`src/rtl/core/lprm_ram.sv`:
```
// Generic single-port-write, single-port-read RAM with registered read data.
// No dependencies.
module lprm_ram #(
	parameter int WIDTH = 8,
	parameter int DEPTH = 16
) (
	input  logic                     clk,
	input  logic                     rd_en,
	input  logic [$clog2(DEPTH)-1:0] rd_addr,
	output logic [WIDTH-1:0]         rd_data,
	input  logic                     wr_en,
	input  logic [$clog2(DEPTH)-1:0] wr_addr,
	input  logic [WIDTH-1:0]         wr_data
);

	logic [WIDTH-1:0] mem [DEPTH];
	logic [WIDTH-1:0] rd_data_q;

	always_ff @(posedge clk) begin
		if (wr_en) begin
			mem[wr_addr] <= wr_data;
		end
		if (rd_en) begin
			rd_data_q <= mem[rd_addr];
		end
	end

	assign rd_data = rd_data_q;

endmodule

```
`config.mk`:
```
export PLATFORM = sky130hd
export DESIGN_NAME = lprm_ram
export DESIGN_NICKNAME = d
export VERILOG_FILES = /design/src/rtl/core/lprm_ram.sv
export SDC_FILE = /design/constraint.sdc
export NUM_CORES = 1
export LEC_CHECK = 0
export ABC_AREA = 0
export BUFFER_PORTS_ARGS = -buffer_cell sky130_fd_sc_hd__buf_2
export CAP_MARGIN = 10
export CORE_ASPECT_RATIO = 1.25
export CORE_MARGIN = 4
export CORE_UTILIZATION = 24
export CTS_BUF_LIST = sky130_fd_sc_hd__clkbuf_8
export DETAILED_ROUTE_END_ITERATION = 16
export PLACE_DENSITY_LB_ADDON = 0.08
export SYNTH_ARGS = -nofsm -noshare
export SYNTH_HDL_FRONTEND = slang
export SYNTH_SLANG_ARGS = --single-unit
```
`constraint.sdc`:
```
create_clock -name clk -period 5.5 [get_ports clk]
set_input_delay 1.1 -clock clk [delete_from_list [all_inputs] [get_ports clk]]
set_output_delay 1.1 -clock clk [all_outputs]
set_load 0.01 [all_outputs]
```
==> results of run 1 <==
==> worst max-delay path: cells and delay by family <==
kind            cells  cell delay, ns
buf+inv             2            0.96
compound gates      1            0.25
mux                 1            0.59
simple gates        1            0.08
==> power by group through the flow <==
stage               Clock (uW)  Combinational (uW)  Sequential [uW]
finish                     935                 110             1170
global route              1010                 121             1170
CTS                        960                 115             1170
detailed placement           0                 115             1200
global placement             0                 114             1200
floorplan                    0                58.9             1200
==> metal layers <==
metal / vias to the layer above / wire, um
met5: - / 0
met4: 0 / 147
met3: 8 / 436
met2: 62 / 6070
met1: 1288 / 5880
li1: 1072 / -
==> worst max path at each step <==
stage | endpoint | cells past startpoint
floorplan | mem[0][0] | 2
global placement | rd_data[7] | 5
detailed placement | rd_data[5] | 5
CTS | rd_data[5] | 5
global route | rd_data[7] | 5
finish | rd_data[5] | 5
==> flip-flops by register name, summed over array words and instances, names as in the netlist <==
register / cells
mem: 128
rd_data: 8
==> logic make-up after synthesis <==
family / count (synthesis)
AND/OR/NAND/NOR: 35
AO/OA/AOI/OAI: 16
buffers and inverters: 10
multiplexers: 32
flip-flops: 136
==> cells in the mapped netlist (all sizes together) <==
| cell | n |
|---|---|
| edfxtp | 136 |
| mux4 | 32 |
| a22oi | 16 |
| nor2 | 13 |
| nand2 | 9 |
| buf | 7 |
| nor3 | 4 |
| clkdlybuf4s25 | 3 |
| nand2b | 2 |
| nand3b | 2 |
| and2 | 1 |
| and2b | 1 |
| nand3 | 1 |
| nor2b | 1 |
| or3b | 1 |
==> final cells by class <==
class / count / area share
flip-flops and latches: 136 / 0.663
multi-input cells: 83 / 0.172
well taps: 279 / 0.0567
clock buffers: 17 / 0.0380
clock inverters: 15 / 0.0362
repair buffers: 37 / 0.0345
==> stage by stage <==
| stage | worst slack [ns] | hold WS [ns] | std cells |
|---|---|---|---|
| final | 2.68 | 0.750 | 567 |
| after global routing | 2.58 | 0.784 | 567 |
| after CTS | 2.65 | 0.763 | 567 |
| after detailed placement | 2.15 | 0.742 | 535 |
| after global placement | 2.15 | 0.732 | 535 |
| after floorplan | 2.91 | 0.705 | 229 |
==> flow_summary.yaml, run 1 <==
yosys:
  yosysWarnings: 0
  syn_avg_cell_area_um2: 22.8
  synth_adder_area_share: 0
  synth-compound-area-share: 0.0230
  yosys.cell_types.count: 18
  synthXorXnorAreaFrac: 0
  postSynthNetCount: 248
  yosys.area_share.simple: 0.0314
  syn_area_um2: 5230
  synthTopCellsByArea: "edfxtp_1 (78%), mux4_2 (7.8%), mux4_1 (7.0%), a22oi_1 (2.3%), nor2_1 (0.93%)"
  ys_seq_elements: 136
  synth.top_cell.area_share: 0.781
  syn_inst: 229
  yosysSeqAreaShare: 0.781
  yosysTopAreaCell: "edfxtp_1"
  synth_top_family_by_area: "multiplexers"
  muxShareOfSynthArea: 0.148
finish:
  seq_area_um2: 4080
  fillers: 2177
  layout-drive-gt1-share: 0.306
  layout_commonest_cell: "edfxtp_1"
  fin_nets: 294
  multi_input_area_um2: 1060
  final_cell_mix: "edfxtp_1 (136), buf_2 (26), mux4_2 (18)"
  fin_area_um2: 6160
  antenna_cells: 0
  syn2layout_area_growth_pct: 17.8
  final_util: 0.287
pwr:
  cellPowerDensity_nw_per_um2: 360
  combPwrFrac: 0.049
  power_leakage_uw: 0.00199
  ir_drop_mv: 0.136
  switching_power_uw: 467
  pwr-share-clk: 0.422
  swShare: 0.210
  p_total_uw: 2220
  sequentialPowerShare: 0.529
  internal_power_uw: 1750
setup_path:
  worst_setup_path_end_kind: "register"
  timing.rr.end: "rd_data[3]"
  startpoint_type: "input port"
  path_cells: "buf_2, buf_4, mux4_1, a22oi_1, nand2_1"
  r2r_cells: 3
  worstPathArrival_ns: 3.01
  reg2reg_from: "mem[5][3]"
  crit_slowest_cell: "mux4_1"
  slowest_delay_ns: 0.59
  path_class: "in2reg"
  r2r_slack_ns: 3.88
  worstPathRequired_ns: 5.69
  cp_max_fo: 18
  crit_start: "rd_addr[0]"
floorplanning:
  fp.dieH_um: 173
  coreArea_um2: 21500
  initial_core_util: 0.243
  dieArea_um2: 24200
  rows: 60
  die_width_um: 140
  ios: 27
min_path:
  hold_start: "mem[15][7]"
  hold_end: "rd_data[7]"
  worstHoldPathCells: 3
  hold_class: "reg2reg"
grt:
  antenna_found_initial: 0
  busiest_layer: "met2"
  grt_max_degree: 33
  grt_pass1_wl_mm: 18.6
  grt_overflow: 0
  track_usage: 0.109
  met1_usage: 0.151
  first_global_vias: 2612
  met3_usage: 0.0263
  globalRouteMet2Util: 0.167
cts:
  cts_tree: "done"
  clk_pin_slew_ns: 0.08
  cts-root-buf: "clkbuf_8"
  cts_resized: 0
  clock_latency_ns: 0.43
  h-tree-depth: 4
  cts.sinks: 136
  clock_path_buffers: 2
  cts_hold_buf: 0
  cts_buffers: 17
  postCtsSetupRepairBufs: 0
sta:
  fmax_mhz: 355
  min_period_ns: 2.82
  setup_violations: 0
  fin_tns_setup_ns: 0
  drv_slew: 0
  relSlewSlack: 0.333
  finalCritPeriodShare: 0.512
  clock_skew_ns: 0.0117
  rsz0062_at_grt: "false"
  worst_pin_slew_ns: 0.997
  finalHoldViolCount: 0
drt:
  postRouteAntennaNets: 0
  routed_via_density: 4.29
  wl_per_cell_um: 22.1
  wirelength_mm: 12.5
  drt_iter0_markers: 175
  drtPass1Iterations: 4
  drcViolationCount: 0
  dr_total_vias: 2430
place:
  port_buffers: 26
  placed_area_um2: 5700
  routabilityCongestion: 0.654
  post-dp-hpwl_mm: 8.19
job:
  maxCapViolations: 0
status:
  outcome: "complete, no violations"
Note: power is estimated with default switching activity, not from simulation.
==> run 2, diff against run 1 <==
Settings changed: ABC_AREA 0 to 1.
Clock period 5.5 ns to 2.49 ns, I/O delays scaled along.
==> flow_summary.yaml, run 2 <==
sta:
  worst_pin_slew_ns: 0.684
  clock_skew_ns: 0.0101
  relSlewSlack: 0.543
  rsz0062_at_grt: "false"
  finalCritPeriodShare: 0.617
  setup_violations: 0
  drv_slew: 0
  min_period_ns: 1.54
  finalHoldViolCount: 0
  fmax_mhz: 651
  fin_tns_setup_ns: 0
setup_path:
  worstPathArrival_ns: 1.04
  slowest_delay_ns: 0.43
  critPathBufInv: 1
  path_class: "reg2out"
  worst_setup_path_end_kind: "output pin"
  path_cells: "buf_2"
  startpoint_type: "register"
  crit_slowest_cell: "edfxtp_1"
  cp_max_fo: 1
  path_delay_family: "flip-flops"
  worstPathRequired_ns: 1.99
place:
  placed_area_um2: 6420
  routabilityCongestion: 0.733
  port_buffers: 26
  post-dp-hpwl_mm: 9.71
yosys:
  syn_avg_cell_area_um2: 10.6
  yosys-top-cells-count: "nand2_1 (173), edfxtp_1 (136), inv_1 (100)"
  synth_top_flop_cell: "edfxtp_1"
  muxShareOfSynthArea: 0
  async_reset_ff_frac: 0
  yosysSeqAreaShare: 0.698
  yosys.cell_types.count: 11
  ys_seq_elements: 136
  syn_inst: 551
  synth_most_common_cell: "nand2_1"
  synth_adder_area_share: 0
  syn_area_um2: 5850
  synthTopCellsByArea: "edfxtp_1 (70%), nand2_1 (11%), nand3_1 (8.3%), inv_1 (6.4%), buf_6 (1.2%)"
  yosysTopAreaCell: "edfxtp_1"
  synth.top_cell.area_share: 0.698
  postSynthNetCount: 570
  synth_enable_flop_cells: 136
  yosysWarnings: 0
  yosys.area_share.simple: 0.208
  synth_top_family_by_area: "simple AND/OR/NAND/NOR gates"
  synthXorXnorAreaFrac: 0
  synth-compound-area-share: 0
cts:
  cts_hold_buf: 0
  h-tree-depth: 4
  cts-root-buf: "clkbuf_8"
  cts_buffers: 17
  cts_resized: 0
  cts_tree: "done"
  postCtsSetupRepairBufs: 0
  clock_latency_ns: 0.43
  cts.sinks: 136
  clk_pin_slew_ns: 0.08
  clock_path_buffers: 2
drt:
  drcViolationCount: 0
  drt_iter0_markers: 155
  dr_total_vias: 3729
  wl_per_cell_um: 16.6
  routed_via_density: 4.00
  highest_layer: "met5"
  drtPass1Iterations: 7
  wirelength_mm: 15.5
  wl_met3_um: 404
  wl_met2_mm: 8.07
  met1_length_mm: 6.81
  postRouteAntennaNets: 0
floorplanning:
  rows: 63
  dieArea_um2: 26900
  die_width_um: 148
  coreArea_um2: 23900
  initial_core_util: 0.245
  fp.dieH_um: 183
  ios: 27
finish:
  fin_area_um2: 6780
  largest_register_ffs: 128
  antenna_cells: 0
  syn2layout_area_growth_pct: 15.9
  layout_commonest_cell: "nand2_1"
  layout-drive-gt1-share: 0.122
  fin_nets: 613
  final_cell_mix: "nand2_1 (173), edfxtp_1 (136), inv_1 (104)"
  largest_register: "mem"
grt:
  track_usage: 0.118
  first_global_vias: 3719
  grt_overflow: 0
  antenna_found_initial: 1
  grt_pass1_wl_mm: 23.1
  grt_max_degree: 55
pwr:
  power_leakage_uw: 0.00285
  cellPowerDensity_nw_per_um2: 678
  ir_drop_mv: 0.271
job:
  maxCapViolations: 0
status:
  outcome: "complete, no violations"
min_path:
  hold_class: "in2reg"
-- run 2: per-stage QoR --
step	setup WS, ns	std cells	utilization	power (uW)	hold WS (ns)
2_1_floorplan	1.04	551	-	2820	0.597
3_3_place_gp	0.578	900	0.269	2980	0.733
5_1_grt	0.878	932	0.284	4800	0.394
4_1_cts	0.882	932	0.284	4680	0.391
3_5_place_dp	0.574	900	0.269	2980	0.737
6_report	0.953	932	0.284	4590	0.428
-- run 2: area by class of cell --
cell class                      instances  area [um2]
Inverter                              102         383
Sequential cell                       136        4080
Fill cell                            2466       17100
Timing Repair Buffer                   48         333
Tap cell                              325         407
Clock inverter                         15         121
Multi-Input combinational cell        289        1210
Clock buffer                           17         234
-- run 2: cell families after synthesis --
kind of cell,count (synthesis)
buf+inv,126
flops,136
simple gates,289
-- run 2: power breakdown --
group          switching, uW  internal (uW)
combinational            230           94.2
clock                    822            856
sequential              12.9           2580
-- run 2: path summary, 6_finish.rpt --
path | end | depth (start not counted) | startpoint | slack, ns
setup / recovery | rd_data[5] | 1 | rd_data[5] | 0.95
hold / removal | rd_data[6] | 1 | rd_en | 0.43
setup reg to reg | rd_data[3] | 6 | mem[5][3] | 1.31
hold reg to reg | rd_data[1] | 6 | mem[12][1] | 0.75
-- run 2: routing by layer --
metal | track usage | up-vias
li1 | - | 1860
met1 | 0.140 | 1808
met2 | 0.210 | 47
met3 | 0.0276 | 12
met4 | 0.0392 | 2
met5 | 0 | -
