`src/rtl/core/lprm_pkg.sv`:
```
// Shared constants, field widths and types of the longest prefix route matcher.
// No dependencies; every other file but lprm_ram imports this package.
package lprm_pkg;

	localparam int NUM_ROUTES = 64;
	localparam int MAX_PREFIX = 128;

	localparam int MODE_W  = 2;
	localparam int ROUTE_W = 6;
	localparam int POS_W   = 7;
	localparam int BYTE_W  = 8;
	localparam int LEN_W   = 7;
	localparam int PATH_W  = 8;

	localparam int PREFIX_AW = (MAX_PREFIX > 1) ? $clog2(MAX_PREFIX) : 1;
	localparam int ROW_W     = NUM_ROUTES * BYTE_W;

	localparam int LANES  = 8;
	localparam int GROUPS = (NUM_ROUTES + LANES - 1) / LANES;
	localparam int GRP_W  = (GROUPS > 1) ? $clog2(GROUPS) : 1;
	localparam int CAND_N = GROUPS * LANES;

	localparam logic [MODE_W-1:0] MODE_CLEAR  = 2'd0;
	localparam logic [MODE_W-1:0] MODE_PREFIX = 2'd1;
	localparam logic [MODE_W-1:0] MODE_PATH   = 2'd2;

	localparam logic [PATH_W-1:0] PATH_MAX = '1;

	typedef logic [LEN_W-1:0] len_t;
	typedef len_t [CAND_N-1:0] cand_arr_t;

	typedef struct packed {
		logic      start;
		cand_arr_t cand;
	} scan_cmd_t;

endpackage

```
`src/rtl/core/lprm_if.sv`:
```


interface lprm_out_if;
	import lprm_pkg::*;
	logic               valid;
	logic               ready;
	logic               matched;
	logic [ROUTE_W-1:0] best_route;
	logic [LEN_W-1:0]   best_length;

	modport source (output valid, matched, best_route, best_length, input ready);
	modport sink (input valid, matched, best_route, best_length, output ready);
endinterface

```
`src/rtl/core/lprm_scan.sv`:
```
// Winner search over the candidate lengths, LANES routes per cycle (the last group waits for a
// free output register), and the output register of the match channel. Depends on lprm_pkg and lprm_out_if.
module lprm_scan (
	input  logic                clk,
	input  logic                arst_n,
	input  lprm_pkg::scan_cmd_t cmd,
	output logic                busy,
	lprm_out_if.source          rsp
);
	import lprm_pkg::*;

	typedef enum logic {ST_IDLE, ST_SCAN} state_t;

	state_t             state_q;
	logic [GRP_W-1:0]   grp_q;
	cand_arr_t          cand_q;
	len_t               top_len_q;
	logic [ROUTE_W-1:0] best_idx_q;
	logic               out_valid_q;
	logic               out_matched_q;
	logic [ROUTE_W-1:0] out_route_q;
	len_t               out_len_q;

	len_t               cur_len;
	logic [ROUTE_W-1:0] cur_idx;
	logic               last_grp;
	logic               out_free;

	always_comb begin
		cur_len = top_len_q;
		cur_idx = best_idx_q;
		for (int l = 0; l < LANES; l++) begin
			if (cand_q[l] > cur_len) begin
				cur_len = cand_q[l];
				cur_idx = ROUTE_W'(int'(grp_q) * LANES + l);
			end
		end
	end

	assign last_grp = (grp_q == GRP_W'(GROUPS - 1));
	assign out_free = !out_valid_q || rsp.ready;

	always_ff @(posedge clk or negedge arst_n) begin
		if (!arst_n) begin
			state_q       <= ST_IDLE;
			grp_q         <= '0;
			cand_q        <= '0;
			top_len_q     <= '0;
			best_idx_q    <= '0;
			out_valid_q   <= 1'b0;
			out_matched_q <= 1'b0;
			out_route_q   <= '0;
			out_len_q     <= '0;
		end else begin
			if (rsp.ready && !((state_q == ST_SCAN) && last_grp)) begin
				out_valid_q <= 1'b0;
			end
			case (state_q)
				ST_IDLE: begin
					if (cmd.start) begin
						cand_q     <= cmd.cand;
						grp_q      <= '0;
						top_len_q  <= '0;
						best_idx_q <= '0;
						state_q    <= ST_SCAN;
					end
				end
				ST_SCAN: begin
					if (!last_grp) begin
						for (int i = 0; i < CAND_N - LANES; i++) begin
							cand_q[i] <= cand_q[i + LANES];
						end
						for (int i = CAND_N - LANES; i < CAND_N; i++) begin
							cand_q[i] <= '0;
						end
						top_len_q  <= cur_len;
						best_idx_q <= cur_idx;
						grp_q      <= grp_q + 1'b1;
					end else if (out_free) begin
						out_valid_q   <= 1'b1;
						out_matched_q <= (cur_len != '0);
						out_route_q   <= cur_idx;
						out_len_q     <= cur_len;
						state_q       <= ST_IDLE;
					end
				end
				default: begin
					state_q <= ST_IDLE;
				end
			endcase
		end
	end

	assign busy            = (state_q != ST_IDLE);
	assign rsp.valid       = out_valid_q;
	assign rsp.matched     = out_matched_q;
	assign rsp.best_route  = out_route_q;
	assign rsp.best_length = out_len_q;

endmodule

```
`src/flat_wrapper.sv`:
```
// flat-port wrapper written by rule: the top's interface ports become plain ports
module lprm_scan_flat import lprm_pkg::*;
  (clk, arst_n, cmd, busy, rsp_valid, rsp_matched, rsp_best_route, rsp_best_length, rsp_ready);
  lprm_out_if rsp_i ();
  input  logic clk;
  input  logic arst_n;
  input  lprm_pkg::scan_cmd_t cmd;
  output logic busy;
  output wire logic [$bits(rsp_i.valid)-1:0] rsp_valid;
  output wire logic [$bits(rsp_i.matched)-1:0] rsp_matched;
  output wire logic [$bits(rsp_i.best_route)-1:0] rsp_best_route;
  output wire logic [$bits(rsp_i.best_length)-1:0] rsp_best_length;
  input wire logic [$bits(rsp_i.ready)-1:0] rsp_ready;
  assign rsp_valid = rsp_i.valid;
  assign rsp_matched = rsp_i.matched;
  assign rsp_best_route = rsp_i.best_route;
  assign rsp_best_length = rsp_i.best_length;
  assign rsp_i.ready = rsp_ready;
  lprm_scan u_core (.clk(clk), .arst_n(arst_n), .cmd(cmd), .busy(busy), .rsp(rsp_i));
endmodule
```
`config.mk`:
```
export PLATFORM = sky130hd
export DESIGN_NAME = lprm_scan_flat
export DESIGN_NICKNAME = d
export VERILOG_FILES = /design/src/rtl/core/lprm_pkg.sv /design/src/rtl/core/lprm_if.sv /design/src/rtl/core/lprm_scan.sv /design/src/flat_wrapper.sv
export SDC_FILE = /design/constraint.sdc
export NUM_CORES = 1
export LEC_CHECK = 0
export BUFFER_PORTS_ARGS = -buffer_cell sky130_fd_sc_hd__buf_2
export CAP_MARGIN = 10
export CORE_MARGIN = 1
export CORE_UTILIZATION = 33
export DETAILED_ROUTE_END_ITERATION = 10
export PLACE_DENSITY = 0.52
export SYNTH_ARGS = -nofsm -noshare
export SYNTH_HDL_FRONTEND = slang
export SYNTH_SLANG_ARGS = --single-unit
```
`constraint.sdc`:
```
create_clock -name clk -period 17.5 [get_ports clk]
set_clock_uncertainty 0.2 [all_clocks]
set_input_delay 3.5 -clock clk [delete_from_list [all_inputs] [get_ports clk]]
set_output_delay 3.5 -clock clk [all_outputs]
set_load 0.005 [all_outputs]
```
==> results of run 1 <==
[path summary, 6_finish.rpt]
path                                      startpoint                         to  slack, ns  cells after the start
min in group asynchronous                     arst_n          u_core.cand_q[69]       2.76                      1
max in group asynchronous                     arst_n         u_core.cand_q[299]      11.89                      3
min                        u_core.rsp.best_length[6]  u_core.rsp.best_length[6]       0.27                      2
max                              u_core.top_len_q[6]         u_core.rsp.matched       1.39                     68
max reg2reg                      u_core.top_len_q[6]         u_core.rsp.matched       1.39                     68
min reg2reg                u_core.rsp.best_length[6]  u_core.rsp.best_length[6]       0.27                      2
[what timing repair did]
item                       CTS  global route
hold buffers                 0             0
setup endpoints to repair    0            23
gates resized for setup      0             7
[routing by layer]
metal,up-vias,share of wire,wire length [um],track usage
li1,9020,-,-,-
met5,-,0.0034,244,0
met2,440,0.46,33000,0.302
met1,8358,0.44,31700,0.255
met4,40,0.028,2020,0.0689
met3,135,0.061,4380,0.0494
[synthesized netlist by cell type (2+ instances only)]
master	count	area share
and2_1	13	0.0035
a31oi_2	2	0.0011
o21a_1	13	0.0041
mux2i_1	401	0.17
nor4b_1	2	0.00074
buf_1	7	0.0011
o31ai_1	2	0.00064
nand4_1	16	0.0043
mux2_2	11	0.0053
a311oi_1	6	0.0022
a31oi_1	8	0.0021
a211o_1	4	0.0015
o21ai_0	435	0.093
nor2_1	24	0.0038
a22o_1	62	0.023
nand3b_1	2	0.00064
nand2_1	441	0.070
o21ai_1	2	0.00043
a21o_1	24	0.0077
a21oi_1	26	0.0055
a211oi_1	3	0.00096
a21bo_2	2	0.00085
and3_1	5	0.0013
o211ai_1	15	0.0048
nand3_1	21	0.0045
or2_2	7	0.0019
inv_1	45	0.0072
clkbuf_1	146	0.023
nor2b_1	11	0.0029
dfrtp_1	480	0.51
nand2b_1	5	0.0013
a32o_1	3	0.0013
a311o_1	2	0.00085
ha_1	53	0.028
nor3b_1	2	0.00064
[worst max-delay path, delay by kind of cell, from the launching register on]
kind / cells / cell delay (ns)
and+or+nand+nor: 23 / 4.75
adders and majority gates: 8 / 2.21
AOI/OAI and AO/OA: 29 / 6.97
muxes: 3 / 1.17
DFF: 1 / 0.34
buffers and inverters: 5 / 0.29
[registers in the layout, summed over array words and instances, names as in the netlist]
register	count
u_core.best_idx_q	6
u_core.busy	1
u_core.cand_q	448
u_core.grp_q	3
u_core.rsp.best_length	7
u_core.rsp.best_route	6
u_core.rsp.matched	1
u_core.rsp.valid	1
u_core.top_len_q	7
[kinds of logic after synthesis]
logic type	Yosys count
buf+inv	201
fa+ha+maj	54
flops	480
compound gates	624
mux	412
simple gates	553
[through the flow]
stage | cells | cell area, um2 | setup slack (ns) | utilization | hold slack (ns)
6_report | 3718 | 28600 | 1.39 | 0.408 | 0.269
3_3_place_gp | 3593 | 26700 | 1.12 | 0.379 | 0.259
3_5_place_dp | 3593 | 26700 | 0.642 | 0.379 | 0.267
5_1_grt | 3712 | 28600 | 0.0689 | 0.407 | 0.290
4_1_cts | 3696 | 28600 | 0.544 | 0.407 | 0.280
2_1_floorplan | 2324 | 23500 | 2.91 | - | 0.250
[layout make-up]
type,count,area (um2)
sequential,480,12000
tap,940,1180
antenna,22,55.1
clock buffer,82,1670
clock inverter,21,250
fill,7067,41600
multi-input combinational,1643,10800
timing repair buffer,484,2520
inverter,46,173
==> flow_metrics.tcl, run 1 <==
set metrics [dict create \
    status "finished, final reports clean" \
    start_kind "flip-flop" \
    grt_pass1_vias 18000 \
    ys_seq_area_frac 0.511 \
    synth_warnings 0 \
    insertion_delay_ns 0.63 \
    drt_wl_total_um 71300 \
    synth_flop_cell "dfrtp_1" \
    synth_edf_count 0 \
    final_common_cell "dfrtp_1" \
    post_cts_buffers 0 \
    cp-end-kind "flip-flop" \
    period_share 0.921 \
    cp_common_cell "ha_1" \
    synth_cell_types 58 \
    grt_start_max_net_pins 295 \
    antenna_found_initial 44 \
    avgSynthCellArea_um2 10.1 \
    num_vias 18000 \
    critPathArrivalTime_ns 16.39 \
    maxSlewHeadroom 0.148 \
    row_count 97 \
    final_cell_mix "479 x dfrtp_1, 466 x buf_2, 441 x nand2_1" \
    rsz0062_at_grt "false" \
    synth_nets 2829 \
    drv_slew 0 \
    fin_crit_ns 16.11 \
    root_buffer "clkbuf_16" \
    port_buffers 467 \
    clock_sinks 480 \
    hold_viol_final 0 \
    cts_max_path_buffers 3 \
    cp_slowest_stage_delay_ns 0.56 \
    gr-total-overflow 0 \
    remaining_drc_errors 0 \
    async_flop_share 1.00 \
    cts_buffers 56 \
    hold_class "reg2reg" \
    hpwl_um 52400 \
    worstPathRequired_ns 17.78 \
    clk_pin_slew_worst_paths_ns 0.05 \
    pin_count 468 \
    post_drt_wl_per_cell_um 19.2 \
    start_util 0.335 \
    die-area_um2 72400 \
    via_per_inst 4.84 \
    ant_nets 0 \
    drive_gt1_frac 0.222 \
    ys_seq_elements 480 \
    cp_max_fo 15 \
    synth_top_family_by_area "multiplexers" \
    synth-simple-area-share 0.0972 \
    max-cap-violations 0 \
    synth-xor-area-share 0 \
    yosys.area_share.adder 0.0286 \
    muxShareOfSynthArea 0.176 \
    synth_compound_gate_area_share 0.155 \
    fp.dieW_um 269 \
    worstMarginPinSlew_ns 1.28 \
    setup_viol 0 \
    setup_tns_ns 0 \
    grt_pass1_wl_um 107000 \
    grt_usage 0.192 \
    synth_area_um2 23500 \
    syn_inst 2324 \
    drt-pass1-iter-count 5 \
    htreeDepth 2 \
    path_class "reg2reg" \
    place_congestion 0.898 \
    nNetsFinal 3216 \
    die_h_um 269 \
    core_area_um2 70300 \
    cts_tree "built" \
    drt-initial-drc-count 1164 \
    fmax_ghz 0.0621 \
    cp_slowest_cell "a311oi_2" \
    syn_to_final_growth_pct 21.8 \
]
Power of run 1 is left out: the tool's default activity adds up to more than one toggle a clock period on the data nets, which glitch-free logic cannot reach.
==> inputs of run 2 (changes only) <==
Settings changed: PLACE_DENSITY 0.52 to 0.54.
Clock period 17.5 ns to 13.2 ns, I/O delays scaled along.
==> run 2 against run 1 <==
Effect of this change:
- sequential share of layout area decreased by 2.0 points
- fmax increased by 23%
- die area unchanged
- critical path type unchanged
- first-iteration DRC count increased by 1.6%
- global-route usage increased by 0.51 points
- core utilization increased by 2.1 points
- critical path depth increased by 2
==> flow_metrics.tcl, run 2 (same netlist as run 1, synthesis figures left out) <==
set metrics [dict create \
    status "finished, final reports clean" \
    largest_reg_flops 448 \
    hpwl_um 54100 \
    grt_usage 0.197 \
    fmax_ghz 0.0761 \
    cts_tree "built" \
    nNetsFinal 3353 \
    port_buffers 467 \
    max-cap-violations 0 \
    hold_buffers 0 \
    hold_viol_final 0 \
    htreeDepth 2 \
    cp_max_fo 11 \
    cp_slowest_stage_delay_ns 0.51 \
    worstPathRequired_ns 13.50 \
    cp_slowest_cell "or4b_1" \
    die-area_um2 72400 \
    setup_viol 0 \
    remaining_drc_errors 0 \
    ant_nets 0 \
    fin_crit_ns 13.15 \
    num_vias 18500 \
    grt_pass1_wl_um 110000 \
    critPathArrivalTime_ns 13.45 \
    drt_wl_total_um 72700 \
    hold_class "reg2reg" \
    worstMarginPinSlew_ns 1.18 \
    setup_tns_ns 0 \
    root_buffer "clkbuf_16" \
    path_class "reg2reg" \
    fp.dieW_um 269 \
    cts_max_path_buffers 3 \
    final_common_cell "dfrtp_1" \
    grt_pass1_vias 18700 \
    maxSlewHeadroom 0.216 \
    grt_start_max_net_pins 264 \
    clock_sinks 480 \
    gr-total-overflow 0 \
    drive_gt1_frac 0.280 \
    cts_buffers 55 \
    cp-end-kind "flip-flop" \
    place_congestion 0.884 \
    drt-initial-drc-count 1183 \
    insertion_delay_ns 0.62 \
    final_cell_mix "479 x dfrtp_1, 467 x buf_2, 438 x nand2_1" \
    syn_to_final_growth_pct 28.0 \
    start_util 0.335 \
    dp_cells 3712 \
    finalNonFillerCells 3845 \
    row_count 97 \
    die_h_um 269 \
    period_share 0.996 \
    via_per_inst 4.82 \
    post_drt_wl_per_cell_um 18.9 \
    pin_count 468 \
    drv_slew 0 \
    registers.top_by_ff_count "u_core.cand_q" \
    core_area_um2 70300 \
    clk_pin_slew_worst_paths_ns 0.06 \
    drt-pass1-iter-count 7 \
    rsz0062_at_grt "true" \
    antenna_found_initial 35 \
    start_kind "flip-flop" \
]
## run 2: worst paths after layout
check	start	to	slack, ns	depth (start not counted)
max	u_core.top_len_q[6]	u_core.rsp.matched	0.05	70
min	u_core.cand_q[153]	u_core.cand_q[153]	0.28	2
max reg2reg	u_core.top_len_q[6]	u_core.rsp.matched	0.05	70
min reg2reg	u_core.cand_q[153]	u_core.cand_q[153]	0.28	2
max in group asynchronous	arst_n	u_core.cand_q[368]	8.57	3
min in group asynchronous	arst_n	u_core.rsp.best_route[3]	1.87	1
## run 2: area by class of cell
cell class | instances | area (um2)
timing repair buffer | 621 | 3580
antenna | 14 | 35.0
clock buffer | 81 | 1640
inverter | 46 | 175
clock inverter | 19 | 274
sequential | 480 | 12000
multi-input combinational | 1644 | 11200
tap | 940 | 1180
fill | 6943 | 40200
## run 2: what timing repair did
item / 4_1_cts / 5_1_grt
gates cloned: 0 / 2
gates resized for setup: 13 / 61
endpoints found under the setup margin: 7 / 27
pin swaps: 7 / 28
buffers inserted: 5 / 12
## run 2: metal layers
layer | wire length (um) | share of wire | global-route usage
met1 | 31900 | 0.44 | 0.255
met5 | 252 | 0.0035 | 0
met4 | 1950 | 0.027 | 0.0639
met3 | 3570 | 0.049 | 0.0439
met2 | 35100 | 0.48 | 0.327
## run 2: per-stage QoR
step | area, um2 | hold slack, ns | setup WS (ns) | utilization
2_1_floorplan | 23700 | 0.250 | 0.0517 | -
3_3_place_gp | 27700 | 0.260 | 0.00987 | 0.394
3_5_place_dp | 27700 | 0.270 | -0.237 | 0.394
4_1_cts | 29700 | 0.282 | 0.00480 | 0.423
5_1_grt | 30100 | 0.292 | -0.607 | 0.429
6_report | 30100 | 0.275 | 0.0536 | 0.429
## run 2: critical path: cells and delay by family, from the launching register on
| kind | cells | cell delay (ns) |
|---|---|---|
| buffers and inverters | 8 | 0.92 |
| AOI/OAI and AO/OA | 31 | 5.62 |
| adders and majority gates | 8 | 1.83 |
| muxes | 3 | 0.95 |
| DFF | 1 | 0.40 |
| and+or+nand+nor | 20 | 3.07 |
Power of run 2 is left out for the same reason.
==> inputs of run 3 (changes only) <==
Settings changed: PLACE_DENSITY 0.54 to 0.52.
Clock period 13.2 ns to 16.4 ns, I/O delays scaled along.
==> run 3 against run 2 <==
Effect of this change:
- cell count decreased by 3.3%
- clock-buffer cell count increased by 9
- sequential cell count unchanged
- critical path type unchanged
- highest routed layer unchanged
- core utilization decreased by 2.0 points
- critical path depth increased by 2
- die area unchanged
- cell area decreased by 4.8%
==> flow_metrics.tcl, run 3 (same netlist as run 1, synthesis figures left out) <==
set metrics [dict create \
    ant_nets 0 \
    status "finished, final reports clean" \
    gr-total-overflow 0 \
    fmax_ghz 0.0654 \
    via_per_inst 4.87 \
    final_cell_mix "479 x dfrtp_1, 466 x buf_2, 441 x nand2_1" \
    clock_sinks 480 \
    whs_path_depth 2 \
    final_common_cell "dfrtp_1" \
    htreeDepth 2 \
    cp_slowest_stage_delay_ns 0.53 \
    die_h_um 269 \
    setup_ws_ns 1.12 \
    postCtsResizedCells 0 \
    grt_pass1_wl_um 108000 \
    hold_viol_final 0 \
    drt_wl_total_um 71600 \
    cp-end-kind "flip-flop" \
    insertion_delay_ns 0.62 \
    worstHoldEndpoint "u_core.rsp.best_length[6]" \
    dp_cells 3598 \
    clk_pin_slew_worst_paths_ns 0.06 \
    period_share 0.932 \
    path_class "reg2reg" \
    row_count 97 \
    cts_max_path_buffers 3 \
    drive_gt1_frac 0.222 \
    syn_to_final_growth_pct 21.9 \
    nNetsFinal 3221 \
    cts_tree "built" \
    grt_start_max_net_pins 295 \
    ff_latch_area_um2 12000 \
    cp_max_fo 15 \
    pin_count 468 \
    hold_buffers 0 \
    antenna_found_initial 41 \
    grt_pass1_vias 18300 \
    critPathArrivalTime_ns 15.58 \
    largest_reg_flops 448 \
    multi_input_area_um2 10800 \
    worstPathRequired_ns 16.69 \
    maxSlewHeadroom 0.207 \
    hp-start "u_core.rsp.best_length[6]" \
    hpwl_um 53000 \
    post_cts_buffers 0 \
    max-cap-violations 0 \
    place_congestion 0.902 \
    fillCellCount 7006 \
    drt-pass1-iter-count 7 \
    pre_cts_ws_ns 0.352 \
    worstMarginPinSlew_ns 1.19 \
    rsz0062_at_grt "false" \
    drv_slew 0 \
    cp_slowest_cell "or4b_1" \
    finalNonFillerCells 3719 \
    fp.dieW_um 269 \
    hold_class "reg2reg" \
    registers.top_by_ff_count "u_core.cand_q" \
    rr_endpoint "u_core.rsp.matched" \
    start_kind "flip-flop" \
    post_drt_wl_per_cell_um 19.2 \
    start_util 0.335 \
    grt_usage 0.194 \
    num_vias 18100 \
    core_area_um2 70300 \
    port_buffers 467 \
    regToRegStartpoint "u_core.top_len_q[5]" \
    drt-initial-drc-count 964 \
    remaining_drc_errors 0 \
    fin_crit_ns 15.28 \
    root_buffer "clkbuf_16" \
    reg2regPathDepth 72 \
    setup_tns_ns 0 \
    cts_buffers 56 \
    rrSetupSlack_ns 1.12 \
    cp_common_cell "ha_1" \
    die-area_um2 72400 \
    setup_viol 0 \
]
run 3: cell count changes in the layout (fill, tap and decap cells not counted), sizes merged:
| cell | before | now |
|---|---|---|
| o21a | 14 | 13 |
| bufinv | 5 | 4 |
| clkinv | 12 | 6 |
| clkbuf | 81 | 90 |
| diode | 14 | 20 |
| buf | 621 | 489 |
| clkinvlp | 1 | 0 |
run 3: cell type report:
| class | count | share of cell area |
|---|---|---|
| Timing Repair Buffer | 489 | 0.0885 |
| Inverter | 46 | 0.00602 |
| Clock inverter | 11 | 0.00742 |
| Antenna cell | 20 | 0.00174 |
| Sequential cell | 480 | 0.419 |
| Multi-Input combinational cell | 1643 | 0.378 |
| Clock buffer | 90 | 0.0589 |
| Tap cell | 940 | 0.0410 |
run 3: critical path: cells and delay by family (launching register included):
| family | cells | cell delay, ns |
|---|---|---|
| AO/OA/AOI/OAI | 28 | 5.97 |
| AND/OR/NAND/NOR | 28 | 5.20 |
| adder cells (fa/ha/maj) | 8 | 2.23 |
| multiplexers | 2 | 0.66 |
| buffers and inverters | 6 | 0.48 |
| flip-flops | 1 | 0.38 |
run 3: worst max-delay path by stage:
stage                        startpoint  slack (ns)  depth (start not counted)                   end
detailed placement  u_core.top_len_q[6]        0.35                         70  u_core.best_idx_q[4]
global route        u_core.top_len_q[5]        0.04                         74    u_core.rsp.matched
floorplan           u_core.top_len_q[6]        1.81                         75    u_core.rsp.matched
finish              u_core.top_len_q[5]        1.12                         72    u_core.rsp.matched
global placement       u_core.cand_q[6]        0.86                         66    u_core.rsp.matched
CTS                 u_core.top_len_q[6]        0.23                         70  u_core.best_idx_q[4]
run 3: layer usage:
| layer | up-vias | GRT usage | wire length (um) | share of wire |
|---|---|---|---|---|
| met5 | - | 0 | 266 | 0.0037 |
| met4 | 40 | 0.0670 | 1890 | 0.026 |
| met3 | 133 | 0.0454 | 3950 | 0.055 |
| met2 | 409 | 0.305 | 33300 | 0.46 |
| met1 | 8497 | 0.260 | 32200 | 0.45 |
| li1 | 9036 | - | - | - |
run 3: through the flow:
| step | cell area (um2) | utilization | hold WS [ns] |
|---|---|---|---|
| after floorplan | 23500 | - | 0.250 |
| after global placement | 26700 | 0.379 | 0.261 |
| after detailed placement | 26700 | 0.379 | 0.266 |
| after CTS | 28600 | 0.407 | 0.279 |
| after global routing | 28700 | 0.408 | 0.294 |
| final | 28700 | 0.408 | 0.267 |
Power of run 3 is left out for the same reason.
